**config.mk**
```make
export PLATFORM = sky130hd
export DESIGN_NAME = holt_linear_trend_forecaster
export DESIGN_NICKNAME = d
export VERILOG_FILES = /design/src/sv/hltf_pkg.sv /design/src/sv/holt_linear_trend_forecaster.sv /design/src/sv/hltf_arith.sv
export SDC_FILE = /design/constraint.sdc
export NUM_CORES = 2
export LEC_CHECK = 0
export BUFFER_PORTS_ARGS = -buffer_cell sky130_fd_sc_hd__buf_4
export CAP_MARGIN = 40
export CORE_MARGIN = 2
export CORE_UTILIZATION = 54
export DETAILED_ROUTE_END_ITERATION = 8
export HOLD_SLACK_MARGIN = 0.06
export PLACE_DENSITY = 0.77
export SYNTH_ARGS = -nofsm -noshare
export SYNTH_HDL_FRONTEND = slang
export SYNTH_SLANG_ARGS = --single-unit
```
**constraint.sdc**
```tcl
create_clock -name clk -period 13.7 [get_ports clk]
set_input_delay 2.74 -clock clk [delete_from_list [all_inputs] [get_ports clk]]
set_output_delay 2.74 -clock clk [all_outputs]
set_load 0.05 [all_outputs]
```
**src/sv/hltf_pkg.sv**
```systemverilog
// shared types, register indexes and saturation helpers for the holt forecaster
// no dependencies

package hltf_pkg;

	// configuration register indexes
	localparam logic [1:0] REG_ALPHA = 2'd0;
	localparam logic [1:0] REG_BETA  = 2'd1;
	localparam logic [1:0] REG_STEPS = 2'd2;

	localparam int unsigned GAIN_W   = 17;
	localparam int unsigned EST_W    = 48;   // level and trend width
	localparam int unsigned ALU_W    = 50;   // adder width before saturation
	localparam int unsigned PROD_W   = 43;   // 18 x 25 signed product
	localparam int unsigned PLO_W    = 41;   // unsigned low partial product
	localparam int unsigned ADJ_W    = 49;   // rounded correction term
	localparam int unsigned ACC_W    = 56;   // forecast accumulator
	localparam int unsigned STEP_W   = 7;

	localparam logic [GAIN_W-1:0] GAIN_ONE = 17'h10000;

	// control of the shared adder and multiplier
	typedef struct packed {
		logic sub;   // adder subtracts b from a
		logic hi;    // multiplier takes the upper half of the difference
	} hltf_ctrl_t;

	function automatic logic signed [EST_W-1:0] sat48(input logic signed [ALU_W-1:0] v);
		logic same;
		same = (&v[ALU_W-1:EST_W-1]) || !(|v[ALU_W-1:EST_W-1]);
		if (same)
			return v[EST_W-1:0];
		else if (v[ALU_W-1])
			return {1'b1, {(EST_W-1){1'b0}}};
		else
			return {1'b0, {(EST_W-1){1'b1}}};
	endfunction

	function automatic logic signed [31:0] sat32(input logic signed [ACC_W-1:0] v);
		logic same;
		same = (&v[ACC_W-1:31]) || !(|v[ACC_W-1:31]);
		if (same)
			return v[31:0];
		else if (v[ACC_W-1])
			return {1'b1, 31'd0};
		else
			return {1'b0, {31{1'b1}}};
	endfunction

endpackage

```
**src/sv/holt_linear_trend_forecaster.sv**
```systemverilog
// holt linear-trend forecaster: top level with sequencer, state and output register
// depends on hltf_pkg and hltf_arith
//
// channel   direction  transfer on              payload
// s_*       in         s_tvalid && s_tready     tdata: sample_value, tlast: end_of_series
// m_*       out        m_tvalid && m_tready     tdata: forecast_value, step_index; tlast: last
// cfg_*     in         cfg_we                   cfg_idx selects alpha, beta or step count
//
// the update runs two smoothing steps over one shared adder and one 18 x 25
// multiplier, two multiplier passes per step; a first sample of a series only
// seeds the level. an end-of-series item passes through a setup state and then
// emits one forecast per cycle while m_tready is high.
// s_tready is high only while the sequencer is idle; the output register lets
// the next item in while the final forecast still waits.
// reset clears the series state and sets the registers to their defaults.

module holt_linear_trend_forecaster #(
	parameter int unsigned MAX_HORIZON = 64
) (
	input  logic        clk,
	input  logic        arst_n,
	input  logic        s_tvalid,
	output logic        s_tready,
	input  logic [31:0] s_tdata,    // [31:0] sample_value
	input  logic        s_tlast,
	output logic        m_tvalid,
	input  logic        m_tready,
	output logic [39:0] m_tdata,    // [31:0] forecast_value, [38:32] step_index, [39] zero
	output logic        m_tlast,
	input  logic        cfg_we,
	input  logic [1:0]  cfg_idx,
	input  logic [16:0] cfg_data
);

	localparam int unsigned EW = hltf_pkg::EST_W;
	localparam int unsigned AW = hltf_pkg::ALU_W;
	localparam int unsigned SW = hltf_pkg::STEP_W;

	typedef enum logic [10:0] {
		ST_IDLE = 11'b000_0000_0001,
		ST_SEED = 11'b000_0000_0010,
		ST_SUM  = 11'b000_0000_0100,
		ST_DIFF = 11'b000_0000_1000,
		ST_MLO  = 11'b000_0001_0000,
		ST_MHI  = 11'b000_0010_0000,
		ST_ADDP = 11'b000_0100_0000,
		ST_UPD  = 11'b000_1000_0000,
		ST_DLT  = 11'b001_0000_0000,
		ST_FC0  = 11'b010_0000_0000,
		ST_EMIT = 11'b100_0000_0000
	} state_t;

	state_t state_q;

	logic [16:0]    alpha_q, beta_q;
	logic [SW-1:0]  steps_q;

	logic [1:0]           seen_q;
	logic signed [EW-1:0] lvl_q, trd_q, old_q, cur_q, tgt_q, diff_q;
	logic signed [31:0]   y_q;
	logic                 last_q;
	logic                 ph_q;      // 0: level step, 1: trend step
	logic [hltf_pkg::PLO_W-1:0]         plo_q;
	logic signed [hltf_pkg::ADJ_W-1:0]  adj_q;
	logic signed [hltf_pkg::ACC_W-1:0]  acc_q;
	logic [SW-1:0]        k_q, n_q;

	logic                 ovld_q;
	logic signed [31:0]   ofv_q;
	logic [SW-1:0]        oidx_q;
	logic                 olast_q;

	hltf_pkg::hltf_ctrl_t               ctrl;
	logic signed [AW-1:0]               op_a, op_b;
	logic signed [EW-1:0]               alu_sum;
	logic signed [hltf_pkg::PROD_W-1:0] prod_q;
	logic [hltf_pkg::GAIN_W-1:0]        gain_raw, gain;
	logic [67:0]                        p_sum;
	logic [SW-1:0]                      n_clamp;
	logic                               in_xfer, slot_free;

	assign s_tready  = (state_q == ST_IDLE);
	assign in_xfer   = s_tvalid && s_tready;
	assign slot_free = !ovld_q || m_tready;

	assign gain_raw = ph_q ? beta_q : alpha_q;
	assign gain     = gain_raw[16] ? hltf_pkg::GAIN_ONE : gain_raw;

	assign n_clamp = (steps_q > SW'(MAX_HORIZON)) ? SW'(MAX_HORIZON) : steps_q;

	// rounded correction: floor((hi << 24 + lo + 2^15) / 2^16)
	assign p_sum = ({{25{prod_q[42]}}, prod_q} << 24) + {27'd0, plo_q} + 68'd32768;

	always_comb begin
		ctrl = '{sub: 1'b1, hi: 1'b0};
		op_a = AW'(lvl_q);
		op_b = AW'(trd_q);
		unique case (state_q)
			ST_SEED: begin
				op_a = AW'(y_q);
				op_b = AW'(lvl_q);
			end
			ST_SUM: begin
				ctrl.sub = 1'b0;
			end
			ST_DIFF: begin
				op_a = AW'(tgt_q);
				op_b = AW'(cur_q);
			end
			ST_MHI: begin
				ctrl.hi = 1'b1;
			end
			ST_UPD: begin
				ctrl.sub = 1'b0;
				op_a = AW'(cur_q);
				op_b = AW'(adj_q);
			end
			ST_DLT: begin
				op_b = AW'(old_q);
			end
			default: begin
			end
		endcase
	end

	hltf_arith u_arith (
		.clk    (clk),
		.ctrl   (ctrl),
		.a      (op_a),
		.b      (op_b),
		.gain   (gain),
		.diff   (diff_q),
		.sum    (alu_sum),
		.prod_q (prod_q)
	);

	always_ff @(posedge clk or negedge arst_n) begin
		if (!arst_n) begin
			alpha_q <= 17'd32768;
			beta_q  <= 17'd32768;
			steps_q <= 7'd1;
		end else if (cfg_we) begin
			unique case (cfg_idx)
				hltf_pkg::REG_ALPHA: alpha_q <= cfg_data;
				hltf_pkg::REG_BETA:  beta_q  <= cfg_data;
				hltf_pkg::REG_STEPS: steps_q <= cfg_data[SW-1:0];
				default: begin
				end
			endcase
		end
	end

	// sequencer and series state
	always_ff @(posedge clk or negedge arst_n) begin
		if (!arst_n) begin
			state_q <= ST_IDLE;
			seen_q  <= 2'd0;
			lvl_q   <= '0;
			trd_q   <= '0;
			ph_q    <= 1'b0;
			last_q  <= 1'b0;
			k_q     <= '0;
			n_q     <= '0;
		end else begin
			unique case (state_q)
				ST_IDLE: begin
					if (in_xfer) begin
						last_q <= s_tlast;
						if (seen_q == 2'd0) begin
							lvl_q   <= EW'($signed(s_tdata));
							trd_q   <= '0;
							seen_q  <= 2'd1;
							state_q <= s_tlast ? ST_FC0 : ST_IDLE;
						end else if (seen_q == 2'd1) begin
							state_q <= ST_SEED;
						end else begin
							state_q <= ST_SUM;
						end
					end
				end
				ST_SEED: begin
					trd_q   <= alu_sum;
					seen_q  <= 2'd2;
					state_q <= ST_SUM;
				end
				ST_SUM: begin
					ph_q    <= 1'b0;
					state_q <= ST_DIFF;
				end
				ST_DIFF: state_q <= ST_MLO;
				ST_MLO:  state_q <= ST_MHI;
				ST_MHI:  state_q <= ST_ADDP;
				ST_ADDP: state_q <= ST_UPD;
				ST_UPD: begin
					if (!ph_q) begin
						lvl_q   <= alu_sum;
						state_q <= ST_DLT;
					end else begin
						trd_q   <= alu_sum;
						state_q <= last_q ? ST_FC0 : ST_IDLE;
					end
				end
				ST_DLT: begin
					ph_q    <= 1'b1;
					state_q <= ST_DIFF;
				end
				ST_FC0: begin
					k_q <= 7'd1;
					n_q <= n_clamp;
					if (n_clamp == '0) begin
						seen_q  <= 2'd0;
						lvl_q   <= '0;
						trd_q   <= '0;
						state_q <= ST_IDLE;
					end else begin
						state_q <= ST_EMIT;
					end
				end
				ST_EMIT: begin
					if (slot_free) begin
						k_q <= k_q + 7'd1;
						if (k_q == n_q) begin
							seen_q  <= 2'd0;
							lvl_q   <= '0;
							trd_q   <= '0;
							state_q <= ST_IDLE;
						end
					end
				end
				default: state_q <= ST_IDLE;
			endcase
		end
	end

	// datapath registers
	always_ff @(posedge clk) begin
		if (in_xfer)
			y_q <= $signed(s_tdata);
		unique case (state_q)
			ST_SUM: begin
				cur_q <= alu_sum;
				old_q <= lvl_q;
				tgt_q <= EW'(y_q);
			end
			ST_DLT: begin
				tgt_q <= alu_sum;
				cur_q <= trd_q;
			end
			ST_DIFF: diff_q <= alu_sum;
			ST_MHI:  plo_q  <= prod_q[hltf_pkg::PLO_W-1:0];
			ST_ADDP: adj_q  <= $signed(p_sum[64:16]);
			ST_FC0:  acc_q  <= hltf_pkg::ACC_W'(lvl_q) + hltf_pkg::ACC_W'(trd_q);
			ST_EMIT: begin
				if (slot_free)
					acc_q <= acc_q + hltf_pkg::ACC_W'(trd_q);
			end
			default: begin
			end
		endcase
	end

	// output register
	always_ff @(posedge clk or negedge arst_n) begin
		if (!arst_n) begin
			ovld_q <= 1'b0;
		end else if (state_q == ST_EMIT && slot_free) begin
			ovld_q <= 1'b1;
		end else if (m_tready) begin
			ovld_q <= 1'b0;
		end
	end

	always_ff @(posedge clk) begin
		if (state_q == ST_EMIT && slot_free) begin
			ofv_q   <= hltf_pkg::sat32(acc_q);
			oidx_q  <= k_q;
			olast_q <= (k_q == n_q);
		end
	end

	assign m_tvalid = ovld_q;
	assign m_tdata  = {1'b0, oidx_q, ofv_q};
	assign m_tlast  = olast_q;

	// assertions

	a_seen_range: assert property (@(posedge clk) disable iff (!arst_n)
		seen_q != 2'd3)
		else $error("series sample count out of range");

	a_emit_bounds: assert property (@(posedge clk) disable iff (!arst_n)
		(state_q == ST_EMIT) |-> (n_q != '0 && k_q <= n_q && n_q <= SW'(MAX_HORIZON)))
		else $error("forecast step outside run length");

	a_clear_after_run: assert property (@(posedge clk) disable iff (!arst_n)
		(state_q == ST_EMIT && slot_free && k_q == n_q)
		|=> (seen_q == 2'd0 && lvl_q == '0 && trd_q == '0 && m_tvalid && m_tlast))
		else $error("state not cleared after final forecast");

	a_no_accept_busy: assert property (@(posedge clk) disable iff (!arst_n)
		(state_q == ST_EMIT) |-> !s_tready)
		else $error("input taken during forecast run");

endmodule

```
**src/sv/hltf_arith.sv**
```systemverilog
// shared arithmetic unit: 50-bit add/subtract saturated to 48 bits and a registered
// 18 x 25 multiplier that works on one half of a 48-bit difference at a time
// depends on hltf_pkg

module hltf_arith (
	input  logic                                   clk,
	input  hltf_pkg::hltf_ctrl_t                   ctrl,
	input  logic signed [hltf_pkg::ALU_W-1:0]      a,
	input  logic signed [hltf_pkg::ALU_W-1:0]      b,
	input  logic        [hltf_pkg::GAIN_W-1:0]     gain,
	input  logic signed [hltf_pkg::EST_W-1:0]      diff,
	output logic signed [hltf_pkg::EST_W-1:0]      sum,
	output logic signed [hltf_pkg::PROD_W-1:0]     prod_q
);

	logic signed [hltf_pkg::ALU_W-1:0]  raw_sum;
	logic signed [17:0]                 mul_a;
	logic signed [24:0]                 mul_b;
	logic signed [hltf_pkg::PROD_W-1:0] prod;

	assign raw_sum = ctrl.sub ? (a - b) : (a + b);
	assign sum     = hltf_pkg::sat48(raw_sum);

	// gain is unsigned; the low half is unsigned, the high half carries the sign
	assign mul_a = $signed({1'b0, gain});
	assign mul_b = ctrl.hi ? $signed({diff[47], diff[47:24]}) : $signed({1'b0, diff[23:0]});
	assign prod  = mul_a * mul_b;

	always_ff @(posedge clk) begin
		prod_q <= prod;
	end

endmodule
```
Yosys cells after proc, flatten, opt, wreduce, memory -nomap -nowiden
Index checks and enable logic that the tools add are counted.
{ "word_totals": {"regBits": 618, "latch_bits": 0, "ram_bits": 0, "rom_bits": 0, "inputBits": 57, "out_inout_bits": 43, "n_memories": 0} }
{ "classes": {"n_addsub": 7, "n_mul": 1, "div_mod_pow": 0, "n_lt_le_gt_ge": 1, "eq_ne": 22, "shifts": 0, "muxes": 48, "n_bitwise": 0, "reduce_logical": 32} }
{ "ops": {"columns": ["cell", "n"], "rows": [
  ["48-bit two-way mux", 11],
  ["48-bit one-hot mux with 5 select lines", 1],
  ["50-bit one-hot mux with 4 select lines", 1],
  ["48-bit one-hot mux with 2 select lines", 2],
  ["48-bit one-hot mux with 4 select lines", 1],
  ["50-bit one-hot mux with 3 select lines", 1],
  ["56-bit one-hot mux with 2 select lines", 1],
  ["11-bit one-hot mux with 10 select lines", 1],
  ["65-bit by 16-bit adder with 65-bit output, second input constant", 1],
  ["65-bit by 42-bit adder with 65-bit output", 1],
  ["32-bit two-way mux", 2],
  ["56-bit by 48-bit adder with 56-bit output", 1],
  ["56-bit two-way mux", 1],
  ["50-bit adder", 1],
  ["50-bit two-way mux", 1],
  ["50-bit subtractor", 1],
  ["48-bit by 48-bit adder with 49-bit output", 1],
  ["11-bit two-way mux", 4],
  ["18-bit by 25-bit multiplier with 41-bit output", 1],
  ["10-bit two-way mux", 4],
  ["17-bit two-way mux", 2],
  ["25-bit two-way mux", 1],
  ["25-bit AND reduction", 1],
  ["25-bit OR reduction", 1],
  ["39 further kinds", 68]
]} }

Logic depth before layout (Yosys ltp)
{ "logic_depth": {"word_depth": 10, "ltp_mapped": 37} }

Modules after synthesis
Synthesis repeated with hierarchy kept, for this count alone.
{ "hier_totals": {"hier_cells": 5574, "area_unflattened_um2": 51516.9} }
{ "by_module_without_submodules": {"columns": ["mod", "instances", "cells_each", "area_per_inst_um2", "seq_area_each_um2"], "rows": [
  ["holt_linear_trend_forecaster", 1, 3127, 30815.8, 16045.4],
  ["hltf_arith", 1, 2447, 20701.1, 860.8]
]} }

Worst setup path before layout
OpenSTA, ideal clock, no wires.
{ "synth_path": {"kind": "register to register", "startpoint": "reg state_q[8]", "endpoint": "reg u_arith.prod_q[39] (netlist name)", "t_arrival_ns": 9.604, "required_time_ns": 13.628, "path_slack_ns": 4.023, "path_stages_with_launch": 34, "n_path_buf": 7, "period_less_slack_ns": 9.677, "path_cell_list": "dfrtp_1 buf_2 or3_1 clkbuf_1 clkbuf_1 clkbuf_1 nor3_1 and3_1 clkbuf_1 buf_1 buf_1 mux2i_1 nor2_1 fa_1 inv_1 fa_1 fa_1 inv_1 fa_1 fa_1 inv_1 fa_1 inv_1 ha_1 a21o_1 o211ai_1 a21oi_1 o41ai_1 a21oi_1 a41o_1 o21ai_0 o21bai_1 a221oi_1 xnor2_1"} }
{ "synth_via": {"elab_chain_len": 4} }
{ "synth_rtl": {"columns": ["item", "line_no", "source"], "rows": [
  ["start: declaration", "holt_linear_trend_forecaster.sv:53", "state_t state_q;"],
  ["start signal: assignment", "holt_linear_trend_forecaster.sv:173", "state_q <= s_tlast ? ST_FC0 : ST_IDLE;"],
  ["start signal: assignment", "holt_linear_trend_forecaster.sv:200", "state_q <= last_q ? ST_FC0 : ST_IDLE;"],
  ["11-bit by 6-bit equality test with 1-bit output", "holt_linear_trend_forecaster.sv:98", "unique case (state_q)"],
  ["1-bit two-way mux", "holt_linear_trend_forecaster.sv:98", null],
  ["25-bit two-way mux", "hltf_arith.sv:26", "assign mul_b = ctrl.hi ? $signed({diff[47], diff[47:24]}) : $signed({1'b0, diff[23:0]});"],
  ["18-bit by 25-bit multiplier with 41-bit output", "hltf_arith.sv:27", "assign prod = mul_a * mul_b;"],
  ["named net u_arith.prod, one bit", "hltf_arith.sv:19", "logic signed [hltf_pkg::PROD_W-1:0] prod;"],
  ["end signal: assignment", "hltf_arith.sv:30", "prod_q <= prod;"],
  ["end: declaration", "hltf_arith.sv:13", "output logic signed [hltf_pkg::PROD_W-1:0] prod_q"]
]} }
The timed path passes the listed nets, and every way through them passes these cells.
A chain may end at the register's enable or synchronous reset.

Final worst setup path
{ "layout_path": {"startpoint": "reg state_q[1]", "endpoint": "reg u_arith.prod_q[39] (netlist name)"} }
The elaborated chain is that of the path after synthesis.

==> results_dict.tcl <==
set metrics [dict create \
    met2_usage_pct 51.30 \
    status "finished, violations left" \
    hpwl_um 117300 \
    rows 112 \
    cts_tree "built" \
    n_antenna_cell 0 \
    yosys_warnings 0 \
    maxSlewHeadroom_pct 35.19 \
    drc 5 \
    die_y_um 310.0 \
    dr.pass1.iters 9 \
    hold_class "flop to flop" \
    cts_buffer_depth 3 \
    layout_commonest_cell "nand2_1" \
    syn_avg_cell_area_um2 9.472 \
    synthDistinctLibCells 92 \
    ctsResizeCount 0 \
    ios 100 \
    via_per_inst 6.262 \
    worstMarginPinSlew_ns 0.9451 \
    drv_cap 0 \
    setup.worst_path.class "flop to flop" \
    cts_hold_buf 0 \
    crit_path_top_delay_cell "mux2i_1" \
    hold_viol_final 0 \
    period_minus_slack_ns 10.83 \
    top_usage_layer "met2" \
    vias 41680 \
    slowest_delay_ns 0.80 \
    violations "DRC" \
    root_buffer "clkbuf_16" \
    cts_setup_buffers 0 \
    syn_area_um2 50550 \
    antenna_left 0 \
    crit_arrival_ns 11.35 \
    fin_setup_tns_ns 0 \
    ys_seq_elements 603 \
    die_x_um 310.0 \
    core_um2 93050 \
    clock_latency_ns 0.63 \
    grt.total_usage_pct 32.88 \
    cts.sinks 603 \
    start_util_pct 54.33 \
    gr-total-overflow 0 \
    grt_max_degree 77 \
    cts_buffers 69 \
    layout.nets 6081 \
    grt_pass1_wl_um 241100 \
    drive_gt1_share_pct 8.997 \
    clock.fmax_ghz 0.09236 \
    finClkSkew_ns 0.03688 \
    synth_async_sr_flop_share_pct 27.69 \
    final_cell_mix "nand2_1 (637), inv_1 (632), nor2_1 (413)" \
    antenna_found_initial 1 \
    critPathCaptureType "flop" \
    wire_per_inst_um 23.52 \
    setup_viol 0 \
    grt_pass1_vias 41180 \
    place_congestion 1.053 \
    htreeDepth 3 \
    use_met3_pct 7.989 \
    finalCritPeriodShare_pct 79.03 \
    die_area_um2 96080 \
    worst-path-buf-inv 6 \
    synth-main-ff-cell "edfxtp_1" \
    syn-num-nets 6072 \
    required_ns 14.22 \
    drt_iter0_markers 5302 \
    crit_family "adder cells" \
    port-buffer-count 98 \
    syn_to_final_growth_pct 9.190 \
    syn_inst 5337 \
    maxSlewViolCount 0 \
    cp-start-kind "flop" \
    synth_edf_count 395 \
    critPathMaxFanout 52 \
    totalWireLength_um 156500 \
    ys_seq_area_share_pct 33.36 \
    rsz0062_at_grt "false" \
    clk_pin_slew_ns 0.06 \
    grtUsageMet1_pct 42.86 \
]
[flip-flops by register name (all words and copies together) (netlist names), 11 cells and up]
name and cells:
acc_q 56, adj_q 49, alpha_q 17, beta_q 17, cur_q 48, diff_q 48
lvl_q 48, ofv_q 32, old_q 48, plo_q 26, state_q 11, tgt_q 48
trd_q 48, u_arith.prod_q 41, y_q 32
[metal layers]
| layer | routed length, um | up-vias |
|---|---|---|
| met2 | 69450 | 2655 |
| met1 | 58850 | 20130 |
| met4 | 9207 | 0 |
| met3 | 19020 | 528 |
| met5 | 0 | - |
| li1 | - | 18360 |
[synth_stat cells (116+ instances only)]
cell type  count  area share (%)
a21o_1       116             1.7
nor2_1       416             3.1
o21ai_0      234             2.3
xnor2_1      177             3.1
clkbuf_1     204             1.5
ha_1         271             6.7
a21oi_1      322             3.2
inv_1        634             4.7
fa_1         407              16
nand2_1      639             4.7
edfxtp_1     395              23
dfrtp_1      163             8.1
[worst reg2reg max path: cells and delay by family (launching register included)]
family                   cells  cell delay (ns)
adder cells (fa/ha/maj)      7             3.02
AO/OA/AOI/OAI               11             2.99
AND/OR/NAND/NOR              4             2.20
buffers and inverters        6             1.19
multiplexers                 1             0.81
flip-flops                   1             0.35
XOR/XNOR                     1             0.17
[kinds of logic (layout without fill, tap and decap cells)]
logic type / count (synthesis) / after routing / synth area share, %
simple gates: 1574 / 1574 / 14.41
compound gates: 1198 / 1198 / 15.25
buf+inv: 882 / 947 / 6.678
fa+ha+maj: 678 / 678 / 22.82
flops: 603 / 603 / 33.36
xor+xnor: 280 / 280 / 4.851
mux: 121 / 121 / 2.609
other cells: 1 / 1 / 0.007418
[stage by stage]
| stage | instances | util (%) | hold WS, ns | cell area [um^2] | worst slack (ns) |
|---|---|---|---|---|---|
| after floorplan | 5337 | - | 0.4123 | 50550 | 4.023 |
| after global placement | 6500 | 56.38 | 0.4628 | 52470 | 3.488 |
| after detailed placement | 6528 | 56.79 | 0.4713 | 52850 | 3.154 |
| after CTS | 6655 | 59.32 | 0.4862 | 55190 | 3.114 |
| after global routing | 6656 | 59.32 | 0.5027 | 55200 | 2.317 |
| final | 6656 | 59.32 | 0.4911 | 55200 | 2.872 |
[final cells by class]
cell class	count	area, um^2
fillers	7824	37850
clock buffers	92	2021
flip-flops and latches	603	16870
clock inverters	35	326.6
inverters	634	2380
multi-input cells	3852	30470
well taps	1254	1569
repair buffers	186	1569
[worst paths after layout]
kind / cells after the start / startpoint / to / slack [ns]
setup / recovery: 30 / state_q[1] / u_arith.prod_q[39] / 2.87
hold / removal: 2 / n_q[0] / n_q[0] / 0.49
setup reg to reg: 30 / state_q[1] / u_arith.prod_q[39] / 2.87
hold reg to reg: 2 / n_q[0] / n_q[0] / 0.49
max in group asynchronous: 3 / arst_n / trd_q[25] / 9.55
min in group asynchronous: 1 / arst_n / beta_q[4] / 2.07
Power is not shown: default switching activity piles up to over one toggle a cycle in this logic, so the estimate is an artifact.
